File: src/design/fcwa_div.sv
// fcwa_div: restoring serial divider, one quotient bit per cycle.
// 32-bit dividend, DW-bit divisor; no package dependency.
`default_nettype none
module fcwa_div #(
  parameter int DW = 40
) (
  input  wire logic          clk,
  input  wire logic          rst_n,
  input  wire logic          start,
  input  wire logic [31:0]   num,
  input  wire logic [DW-1:0] den,
  output logic               done,
  output logic [31:0]        quot
);

  logic [DW-1:0] den_r;
  logic [DW-1:0] rem_r, rem_nxt;
  logic [31:0]   q_r, q_nxt;
  logic [4:0]    cnt_r;
  logic          busy_r, done_r;
  logic [DW:0]   trial;

  always_comb begin
    trial = {rem_r, q_r[31]};
    if (trial >= {1'b0, den_r}) begin
      rem_nxt = DW'(trial - {1'b0, den_r});
      q_nxt   = {q_r[30:0], 1'b1};
    end else begin
      rem_nxt = trial[DW-1:0];
      q_nxt   = {q_r[30:0], 1'b0};
    end
  end

  always_ff @(posedge clk) begin
    if (!rst_n) begin
      busy_r <= 1'b0;
      done_r <= 1'b0;
      cnt_r  <= '0;
    end else begin
      done_r <= !start && busy_r && (cnt_r == 5'd31);
      if (start) begin
        busy_r <= 1'b1;
        cnt_r  <= '0;
      end else if (busy_r) begin
        cnt_r <= cnt_r + 5'd1;
        if (cnt_r == 5'd31) begin
          busy_r <= 1'b0;
        end
      end
    end
  end

  always_ff @(posedge clk) begin
    if (start) begin
      den_r <= den;
      rem_r <= '0;
      q_r   <= num;
    end else if (busy_r) begin
      rem_r <= rem_nxt;
      q_r   <= q_nxt;
    end
  end

  assign done = done_r;
  assign quot = q_r;

endmodule
`default_nettype wire

File: config.mk
export PLATFORM = sky130hd
export DESIGN_NAME = fcwa_div
export DESIGN_NICKNAME = d
export VERILOG_FILES = /design/src/design/fcwa_div.sv
export SDC_FILE = /design/constraint.sdc
export NUM_CORES = 1
export LEC_CHECK = 0
export BUFFER_PORTS_ARGS = -buffer_cell sky130_fd_sc_hd__buf_2
export CORE_ASPECT_RATIO = 1.4
export CORE_MARGIN = 4
export CORE_UTILIZATION = 40
export CTS_BUF_LIST = sky130_fd_sc_hd__clkbuf_4 sky130_fd_sc_hd__clkbuf_8 sky130_fd_sc_hd__clkbuf_16
export CTS_CLUSTER_DIAMETER = 30
export DETAILED_ROUTE_END_ITERATION = 10
export PLACE_DENSITY_LB_ADDON = 0.25
export SLEW_MARGIN = 10
export SYNTH_ARGS = -nofsm -noshare
export SYNTH_HDL_FRONTEND = slang
export SYNTH_SLANG_ARGS = --single-unit
File: constraint.sdc
create_clock -name clk -period 3.4 [get_ports clk]
set_input_delay 0.34 -clock clk [delete_from_list [all_inputs] [get_ports clk]]
set_output_delay 0.34 -clock clk [all_outputs]
set_load 0.005 [all_outputs]
## Yosys cells after proc, flatten, opt, wreduce, memory -nomap -nowiden

Cells that the tools add are included.

- Flip-flop bits (word level): 119
- Output and inout port bits: 33

- Add/subtract/negate cells: 2
- Magnitude comparators: 1
- Eq/ne operators: 1
- Mux-type cells: 7
- Bitwise logic cells: 1
- Reduce and logical (&&, ||, !) cells: 5

Operator list:

| operator | count |
|---|---|
| $mux 32 | 2 |
| $ge 41x40->1 | 1 |
| $mux 40 | 1 |
| $sub 40x40->40 | 1 |
| $add 5x1->5 const B | 1 |
| $eq 5x5->1 const B | 1 |
| $mux 1 | 4 |
| $logic_and 1x1->1 | 2 |
| $reduce_bool 2->1 | 1 |
| $reduce_or 2->1 | 1 |
| $logic_not 1->1 | 1 |
| $not 1->1 | 1 |

## Longest topological paths before layout

Gate-level depths: netlist of the first run.

- Depth after elaboration: 4
- Gate-level depth with buffers: 14

## Worst setup path before layout of the first run

No wires, ideal clock.

- Path type: reg2reg
- Start point: reg den_r[4]
- End point: reg q_r[0] (netlist: quot[0]), data pin
- Data arrival time: 2.529 ns
- Setup slack: 0.612 ns
- Cell stages (with the launch flop): 12
- Path buffers: 2
- Clock period less this slack: 2.788 ns
- Cell sequence: edfxtp_1 inv_1 ha_1 a21o_1 a211o_1 o21a_1 a211o_1 a21oi_4 o21ai_4 buf_8 buf_4 mux2_2

- Longest elaborated chain between the ends: 4

Ends and longest elaborated chain:

| element | RTL line | source |
|---|---|---|
| start: declaration | 16 | `logic [DW-1:0] den_r;` |
| start signal: assignment | 55 | `den_r <= den;` |
| $ge 41x40->1 | 25 | `if (trial >= {1'b0, den_r}) begin` |
| $mux 1 | 25 |  |
| $mux 32 | 58 | `end else if (busy_r) begin` |
| $mux 32 | 54 | `if (start) begin` |
| end signal: assignment | 57 | `q_r <= num;` |
| end signal: assignment | 60 | `q_r <= q_nxt;` |
| end: declaration | 18 | `logic [31:0] q_r, q_nxt;` |

No other way between the ends. The select of a mux whose other input is x is not followed.
A chain may end at the register's enable or synchronous reset.

## Final worst setup path of the first run

- Start point: reg q_r[31] (netlist: quot[31])
- End point: reg rem_r[38]

- Longest elaborated chain between the ends: 2
- Elaborated cells between the ends (all ways): 3
- Those cells by class: 1 x add/sub; 1 x order compare; 1 x mux

Ends and longest elaborated chain:

| element | RTL line | source |
|---|---|---|
| $sub 40x40->40 / $ge 41x40->1 (equally long branches) | 26, 25 |  |
| $mux 40 (*) | 25 |  |
| end signal: assignment | 59 | `rem_r <= rem_nxt;` |
| end: declaration | 17 | `logic [DW-1:0] rem_r, rem_nxt;` |

Mark *: on every way between the ends. The rest lies on a longest branch, timed or not.

==> run_results.csv, run 1 <==
group,metric,value,unit
finish,area_growth,18.1,%
worst_setup_path,cp.arrival,3.46,ns
route,wl_per_cell,15.4,µm
cts,clockBufferDepth,2,
timing,finalCritPeriodShare,91.6,%
worst_setup_path,end_kind,"flip-flop",
synthesis,synthCells,729,
grt,grt_pass1_vias,5719,
worst_setup_path,r2r_start,"quot[31]",
route,drc,0,
timing,clock.fmax,0.321,GHz
synthesis,synth_area_leaders,"edfxtp_1 30%, dfxtp_1 13%, ha_1 7.3%, mux2_2 5.5%, a21oi_1 3.6%",
timing,max_slew_margin,51.7,%
power,leakagePower,3.49,nW
timing,tns,0,ns
cts,h-tree-depth,4,
worst_setup_path,cp.required,3.75,ns
finish,n_antenna_cell,0,
timing,setup_viol,0,
cts,cts-root-buf,"clkbuf_16",
finish,final_design_area_no_fill,0.00849,mm²
placement,place.gp.congestion,0.815,
floorplan,pin_count,108,
worst_hold_path,hold_path.class,"primary input to flip-flop",
floorplan,die_area,0.0202,mm²
finish,drive_above_1_share,23.4,%
timing,period_needed,3.11,ns
floorplan,start_util,41.0,%
timing,hold_viol_final,0,
synthesis,synth-seq-cells,119,
floorplan,die_x,121,µm
grt,grtUsageTotal,16.9,%
cts,cts_buffers,17,
timing,hold_ws,0.0842,ns
run,cap_violations,0,
cts,clock_latency,0.43,ns
synthesis,netlist_area,0.00719,mm²
worst_setup_path,cp-start-kind,"flip-flop",
synthesis,syn_nets,847,
placement,port_buffers,107,
cts,cts_tree,"done",
placement,dpl_cell_area,0.00790,mm²
timing,tightest_slew,0.725,ns
placement,dpl.cell_count,1040,
synthesis,ys.warnings.count,0,
grt,grt_first_pass_wirelength,27600,µm
power,pwr_density_cell,543,mW/mm²
route,wl,16500,µm
synthesis,avgSynthCellArea,9.86,µm²
finish,fillCellCount,1711,
grt,grt_max_degree,47,
floorplan,die_height,167,µm
route,drtAntennaViolNets,0,
synthesis,synth-main-ff-cell,"edfxtp_1",
synthesis,synth_edf_count,72,
synthesis,synth_cell_types,61,
route,firstDrtPassIters,5,
worst_hold_path,hp-start,"den[3]",
timing,fin_ws,0.287,ns
cts,cts.clk_slew.worst_paths,0.06,ns
timing,maxSlewViolCount,0,
finish,multi_input_area,0.00368,mm²
route,viasPerCell,5.21,
floorplan,core_region_area,0.0175,mm²
finish,register_area,0.00310,mm²
synthesis,yosysSeqAreaShare,43.2,%
synthesis,synth_area_leader_cell,"edfxtp_1",
power,ir_worst_vdd,0.364,mV
synthesis,synth_most_common_cell,"edfxtp_1",
floorplan,rows,57,
worst_setup_path,crit_type,"flip-flop to flip-flop",
finish,fin_cells,1072,
synthesis,async_flop_share,0,%
grt,antenna_found_initial,0,
placement,dp_hpwl,12300,µm
cts,clock-sinks,119,
synthesis,yosys-top-cells-count,"72 x edfxtp_1, 63 x nor2_1, 55 x inv_1",
timing,rsz0062_at_grt,"false",
placement,pre_cts_ws,0.314,ns
route,vias,5587,
worst_setup_path,crit_path_max_fanout,4,
grt,grt_overflow_total,0,
route,drt_iter0_markers,256,
worst_setup_path,crit_start,"quot[31]",
cts,postCtsHoldBufs,0,
timing,fin_worst_skew,0.0119,ns
synthesis,yosys.area.top_type_share,30.1,%
finish,num-nets-final,941,
cts,postCtsSetupRepairBufs,0,
outcome,status,"finished, final reports clean",
[metal layers]
metal / part of all wire [%] / global-route usage (%) / wire length (µm) / vias up
li1: - / - / - / 2853
met4: 1.9 / 6.24 / 321 / 0
met1: 42 / 19.6 / 6990 / 2594
met2: 50 / 29.4 / 8290 / 119
met5: 0 / 0 / 0 / -
met3: 5.4 / 4.68 / 887 / 21
[stage by stage]
step | utilization (%) | power (mW)
finish | 48.4 | 4.61
global placement | 45.1 | 2.85
detailed placement | 45.1 | 2.85
floorplan | - | 2.57
global route | 48.4 | 4.86
CTS | 48.4 | 4.66
[power breakdown]
| group | internal [mW] | switching [mW] | leakage, nW |
|---|---|---|---|
| clock network | 1.09 | 0.694 | 0.282 |
| logic | 0.471 | 0.611 | 2.10 |
| registers | 1.67 | 0.0687 | 1.10 |
[cell type report]
type,instances,share of cell area [%]
multi-input combinational,514,43.4
sequential,119,36.6
timing repair buffer,116,7.28
clock buffer,18,5.10
tap,236,3.48
inverter,55,2.43
clock inverter,14,1.77
[cells by family (layout without fill, tap and decap cells)]
logic type / Yosys count / after routing / share of synthesized area (%)
AND/OR/NAND/NOR: 192 / 192 / 12.9
XOR/XNOR: 36 / 36 / 4.39
multiplexers: 60 / 60 / 8.96
AO/OA/AOI/OAI: 183 / 183 / 17.4
adder cells (fa/ha/maj): 43 / 43 / 7.59
buffers and inverters: 96 / 203 / 5.66
flip-flops: 119 / 119 / 43.2
[critical path, stage by stage (launching register included)]
cell	delay, ns
edfxtp_1	0.35
inv_1	0.06
ha_1	0.22
fa_1	0.41
nand2b_1	0.18
a21o_1	0.21
a211oi_1	0.31
nor3_1	0.18
o31ai_2	0.43
a211oi_1	0.17
o2bb2a_1	0.26
nand4_1	0.08
o22ai_1	0.17
[flip-flops by register name, indices dropped and copies added (netlist names)]
signal,cells
busy_r,1
cnt_r,5
den_r,40
done,1
quot,32
rem_r,40
[worst paths after layout]
| path | end | slack, ns | cells past startpoint |
|---|---|---|---|
| max | rem_r[38] | 0.29 | 12 |
| min | den_r[3] | 0.08 | 1 |
| max reg2reg | rem_r[38] | 0.29 | 12 |
| min reg2reg | rem_r[22] | 0.50 | 2 |
[cells in the final DEF (no fill, tap or decap), types with 20 or more instances in the layout]
cell	instances
buf_2	106
edfxtp_1	72
nor2_1	63
inv_1	55
a21oi_1	51
dfxtp_1	46
nand2_1	43
ha_1	41
mux2_2	35
a211oi_1	33
mux2i_1	25
xnor2_1	21
o21ai_0	20
[timing repair]
action                                  in CTS  in global routing
gates resized for setup                      0                  2
hold endpoints to repair                     0                  0
endpoints found under the setup margin       0                  2
Note: power is estimated with default switching activity, not from simulation.
==> inputs of run 2 (changes only) <==
--- a/config.mk
+++ b/config.mk
@@ -13,6 +13,7 @@
 export CTS_CLUSTER_DIAMETER = 30
 export DETAILED_ROUTE_END_ITERATION = 10
 export PLACE_DENSITY_LB_ADDON = 0.25
+export RECOVER_POWER = 25
 export SLEW_MARGIN = 10
 export SYNTH_ARGS = -nofsm -noshare
 export SYNTH_HDL_FRONTEND = slang
==> run 2 against run 1 <==
Effect of this change: clock skew is essentially flat; total power about the same; routed wire length barely moved; critical path type unchanged; largest power group unchanged.
==> run_results.csv, run 2 (same netlist as run 1, synthesis figures left out) <==
group,metric,value,unit
outcome,status,"finished, final reports clean",
power,ir_worst_vdd,0.363,mV
run,cap_violations,0,
finish,fin_cells,1072,
worst_hold_path,hold_path.class,"primary input to flip-flop",
floorplan,core_region_area,0.0175,mm²
grt,grtUsageTotal,16.9,%
timing,tns,0,ns
cts,post_cts_resized,0,
floorplan,die_height,167,µm
timing,hold_viol_final,0,
worst_setup_path,end_kind,"flip-flop",
cts,cts_buffers,17,
cts,cts_tree,"done",
worst_setup_path,cpMaxStageDelayCell,"o31ai_2",
finish,area_growth,18.0,%
timing,setup_viol,0,
floorplan,start_util,41.0,%
grt,grt_pass1_vias,5719,
finish,multi_input_area,0.00368,mm²
finish,fillCellCount,1710,
timing,max_slew_margin,51.7,%
timing,maxSlewViolCount,0,
route,drc,0,
cts,clock-sinks,119,
floorplan,rows,57,
power,pwr_density_cell,543,mW/mm²
route,wl_per_cell,15.4,µm
floorplan,die_x,121,µm
power,leakagePower,3.47,nW
worst_setup_path,crit_top_cell,"a211oi_1",
cts,h-tree-depth,4,
timing,fin_worst_skew,0.0119,ns
worst_setup_path,critPathMaxStageDelay,0.43,ns
cts,cts-root-buf,"clkbuf_16",
route,viasPerCell,5.21,
timing,tightest_slew,0.725,ns
grt,grt_max_degree,47,
timing,period_needed,3.11,ns
power,power_frac_seq,37.8,%
power,power_switching,1.37,mW
cts,cts.clk_slew.worst_paths,0.06,ns
grt,grt_overflow_total,0,
route,vias,5590,
cts,postCtsSetupRepairBufs,0,
timing,fin_ws,0.290,ns
worst_setup_path,crit_type,"flip-flop to flip-flop",
timing,rsz0062_at_grt,"false",
power,sw_frac_of_total,29.8,%
route,firstDrtPassIters,6,
grt,grt_first_pass_wirelength,27600,µm
placement,pre_cts_ws,0.314,ns
floorplan,die_area,0.0202,mm²
timing,finalCritPeriodShare,91.5,%
finish,layout_common_cells,"102 x buf_2, 72 x edfxtp_1, 63 x nor2_1",
cts,postCtsHoldBufs,0,
timing,clock.fmax,0.322,GHz
finish,n_antenna_cell,0,
placement,dp_hpwl,12300,µm
floorplan,pin_count,108,
power,p_clk_share,38.7,%
cts,clockBufferDepth,2,
worst_setup_path,crit_path_max_fanout,4,
worst_setup_path,cp.arrival,3.45,ns
power,power.internal,3.23,mW
finish,layout_commonest_cell,"buf_2",
route,drt_iter0_markers,267,
route,wl,16500,µm
finish,register_area,0.00310,mm²
power,share_comb_of_total_power,23.5,%
worst_setup_path,cp.required,3.74,ns
placement,port_buffers,107,
finish,drive_above_1_share,23.0,%
worst_setup_path,crit_chain,"inv_1 -> ha_1 -> fa_1 -> nand2b_1 -> a21o_1 -> a211oi_1 -> nor3_1 -> o31ai_2 -> a211oi_1 -> o2bb2a_1 -> nand4_1 -> o22ai_1",
finish,num-nets-final,941,
route,drtAntennaViolNets,0,
worst_setup_path,cp-start-kind,"flip-flop",
placement,place.gp.congestion,0.815,
cts,clock_latency,0.43,ns
grt,antenna_found_initial,0,
placement,dpl.cell_count,1040,
-- run 2: changes by cell type in the layout (fill, tap and decap cells not counted), sizes merged --
cell / previous run / this run
buf: 116 / 112
clkbuf: 18 / 22
-- run 2: final timing paths --
path	start	end	slack, ns	depth (start not counted)
setup / recovery	quot[31]	rem_r[38]	0.29	12
hold / removal	den[3]	den_r[3]	0.09	1
setup reg to reg	quot[31]	rem_r[38]	0.29	12
hold reg to reg	rem_r[22]	rem_r[22]	0.50	2
-- run 2: cell type report --
type	instances	area share (%)
Multi-Input combinational cell	514	43.4
Tap cell	236	3.48
Inverter	55	2.43
Timing Repair Buffer	116	7.22
Sequential cell	119	36.6
Clock buffer	18	5.10
Clock inverter	14	1.77
-- run 2: power groups by stage --
stage | clock network [mW] | logic, mW | registers, mW
after CTS | 1.83 | 1.09 | 1.74
after detailed placement | 0 | 1.08 | 1.77
after global routing | 1.89 | 1.21 | 1.76
final | 1.78 | 1.08 | 1.74
after global placement | 0 | 1.08 | 1.77
after floorplan | 0 | 0.812 | 1.76
-- run 2: stage by stage --
step	instance area [µm²]	hold WS, ns	util [%]	power, mW
2_1_floorplan	7190	0.439	-	2.57
3_3_place_gp	7900	0.484	45.1	2.85
3_5_place_dp	7900	0.487	45.1	2.85
4_1_cts	8490	0.0672	48.4	4.66
5_1_grt	8490	0.0666	48.4	4.86
6_report	8490	0.0852	48.4	4.61
-- run 2: worst max-delay path, delay by kind of cell, from the launching register on --
family,cells,cell delay [ns]
AOI/OAI and AO/OA,6,1.56
adders and majority gates,2,0.63
buffers and inverters,1,0.06
DFF,1,0.35
and+or+nand+nor,3,0.44
-- run 2: routing by layer --
metal	vias up	part of all wire, %	global-route usage, %
li1	2857	-	-
met1	2591	42	19.6
met2	120	50	29.4
met3	22	5.5	4.68
met4	0	1.9	6.24
met5	-	0	0
==> inputs of run 3 (changes only) <==
==> constraint.sdc (replaced) <==
create_clock -name clk -period 3.4 [get_ports clk]
set_input_delay 0.51 -clock clk [delete_from_list [all_inputs] [get_ports clk]]
set_output_delay 0.51 -clock clk [all_outputs]
set_load 0.005 [all_outputs]
==> run 3 against run 2 <==
Effect of this change: via count rose by 0.52%; largest cell class unchanged; worst setup slack improved by 0.010 ns; die area did not move; final area rose by 0.46%; clock skew fell by 0.0014 ns; core utilization rose by 0.22 points; cell count barely moved; worst hold slack improved by 0.17 ns; clock-buffer cell count did not move; sequential share of layout area fell by 0.17 points; non-clock buffer count fell by 1; first-iteration DRC count fell by 3.0%.
==> run_results.csv, run 3 (same netlist as run 1, synthesis figures left out) <==
group,metric,value,unit
route,wl_met2,8270,µm
floorplan,die_x,121,µm
finish,drive_above_1_share,22.5,%
floorplan,pin_count,108,
route,firstDrtPassIters,4,
timing,clock.fmax,0.323,GHz
cts,h-tree-depth,4,
route,wl,16600,µm
timing,max_slew_margin,49.3,%
floorplan,core_region_area,0.0175,mm²
timing,period_needed,3.10,ns
cts,postCtsHoldBufs,0,
worst_setup_path,r2r_start,"quot[31]",
route,viasPerCell,5.25,
route,vias,5619,
route,drc,0,
placement,port_buffers,107,
route,route.met3.wl,1010,µm
cts,cts_buffers,17,
worst_setup_path,cpMaxStageDelayCell,"o31ai_2",
cts,clockBufferDepth,2,
floorplan,die_area,0.0202,mm²
worst_setup_path,crit_chain,"inv_1 -> ha_1 -> fa_1 -> nand2b_1 -> a21o_1 -> a211oi_1 -> nor3_1 -> o31ai_2 -> a211oi_1 -> o2bb2a_1 -> nand4_1 -> o22ai_1",
worst_setup_path,end_kind,"flip-flop",
finish,layout_commonest_cell,"buf_2",
worst_setup_path,crit_top_cell,"a211oi_1",
finish,fillCellCount,1716,
grt,antenna_found_initial,0,
timing,tns,0,ns
route,drtAntennaViolNets,0,
worst_setup_path,cp.arrival,3.45,ns
cts,postCtsSetupRepairBufs,0,
run,cap_violations,0,
route,drt_iter0_markers,259,
placement,place.gp.congestion,0.813,
timing,setup_viol,0,
finish,n_antenna_cell,0,
timing,hold_ws,0.259,ns
floorplan,die_height,167,µm
grt,grt_first_pass_wirelength,27600,µm
timing,maxSlewViolCount,0,
finish,layout_common_cells,"103 x buf_2, 72 x edfxtp_1, 63 x nor2_1",
power,ir_worst_vdd,0.367,mV
timing,rsz0062_at_grt,"false",
timing,tightest_slew,0.761,ns
grt,grt_overflow_total,0,
cts,cts-root-buf,"clkbuf_16",
worst_hold_path,hp-start,"den[35]",
worst_setup_path,critPathMaxStageDelay,0.43,ns
cts,cts_tree,"done",
route,wl_per_cell,15.5,µm
worst_setup_path,reg2regPathDepth,12,
timing,finalCritPeriodShare,91.2,%
cts,clock_latency,0.42,ns
finish,num-nets-final,940,
worst_hold_path,whs_endpoint,"den_r[35]",
cts,clock-sinks,119,
worst_setup_path,cp.required,3.75,ns
power,pwr_density_cell,556,mW/mm²
outcome,status,"finished, final reports clean",
placement,dp_hpwl,12100,µm
floorplan,start_util,41.0,%
grt,grtUsageTotal,16.9,%
worst_hold_path,whs_path_depth,1,
power,leakagePower,3.48,nW
floorplan,rows,57,
worst_setup_path,timing.rr.end,"rem_r[38]",
worst_setup_path,timing.reg2reg.setup_slack,0.30,ns
worst_setup_path,crit_type,"flip-flop to flip-flop",
finish,area_growth,18.6,%
worst_hold_path,hold_path.class,"primary input to flip-flop",
route,routed.top_layer,"met4",
route,wirelength_met1,6950,µm
cts,cts.clk_slew.worst_paths,0.06,ns
worst_setup_path,cp-start-kind,"flip-flop",
timing,fin_worst_skew,0.0105,ns
grt,grt_pass1_vias,5720,
timing,hold_viol_final,0,
grt,grt_max_degree,120,
worst_setup_path,crit_path_max_fanout,4,
## run 3: power breakdown
part | internal, mW | leakage (nW) | total [mW] | switching, mW
registers | 1.67 | 1.10 | 1.74 | 0.0677
clock network | 1.24 | 0.292 | 1.91 | 0.672
logic | 0.471 | 2.09 | 1.09 | 0.616
total | 3.38 | 3.48 | 4.74 | 1.36
## run 3: metal layers
layer,track usage [%],up-vias
li1,-,2853
met1,19.8,2590
met2,28.9,153
met3,4.92,23
met4,6.63,0
met5,0,-
## run 3: final cells by class
type	count	area (µm²)	share of cell area, %
timing repair buffer	115	616	7.22
multi-input combinational	514	3680	43.2
sequential	119	3100	36.4
tap	236	295	3.46
clock buffer	18	439	5.15
inverter	55	206	2.42
clock inverter	14	180	2.11
## run 3: critical path, delay by kind of cell, from the launching register on
family	cells	cell delay, ns
and+or+nand+nor	3	0.43
buffers and inverters	1	0.05
AOI/OAI and AO/OA	6	1.58
DFF	1	0.34
adders and majority gates	2	0.61
## run 3: stage by stage
stage | utilization (%) | cells | power [mW] | setup slack, ns | cell area, µm²
5_1_grt | 48.6 | 1071 | 4.99 | 0.0338 | 8530
3_3_place_gp | 45.1 | 1039 | 2.85 | 0.337 | 7910
2_1_floorplan | - | 729 | 2.57 | 0.612 | 7190
6_report | 48.6 | 1071 | 4.74 | 0.300 | 8530
3_5_place_dp | 45.1 | 1039 | 2.86 | 0.332 | 7910
4_1_cts | 48.6 | 1071 | 4.79 | 0.297 | 8530
## run 3: worst max-delay path by stage
| stage | start | endpoint | slack [ns] | cells after the start |
|---|---|---|---|---|
| 3_3_place_gp | den_r[30] | rem_r[0] | 0.34 | 11 |
| 3_5_place_dp | den_r[34] | rem_r[10] | 0.33 | 11 |
| 4_1_cts | den_r[34] | rem_r[10] | 0.30 | 11 |
| 2_1_floorplan | den_r[4] | quot[0] | 0.61 | 11 |
| 6_report | quot[31] | rem_r[38] | 0.30 | 12 |
| 5_1_grt | den_r[36] | rem_r[0] | 0.03 | 11 |
## run 3: repair_timing
item,4_1_cts,5_1_grt
endpoints found under the hold margin,0,0
resized for setup,0,2
endpoints found under the setup margin,0,2
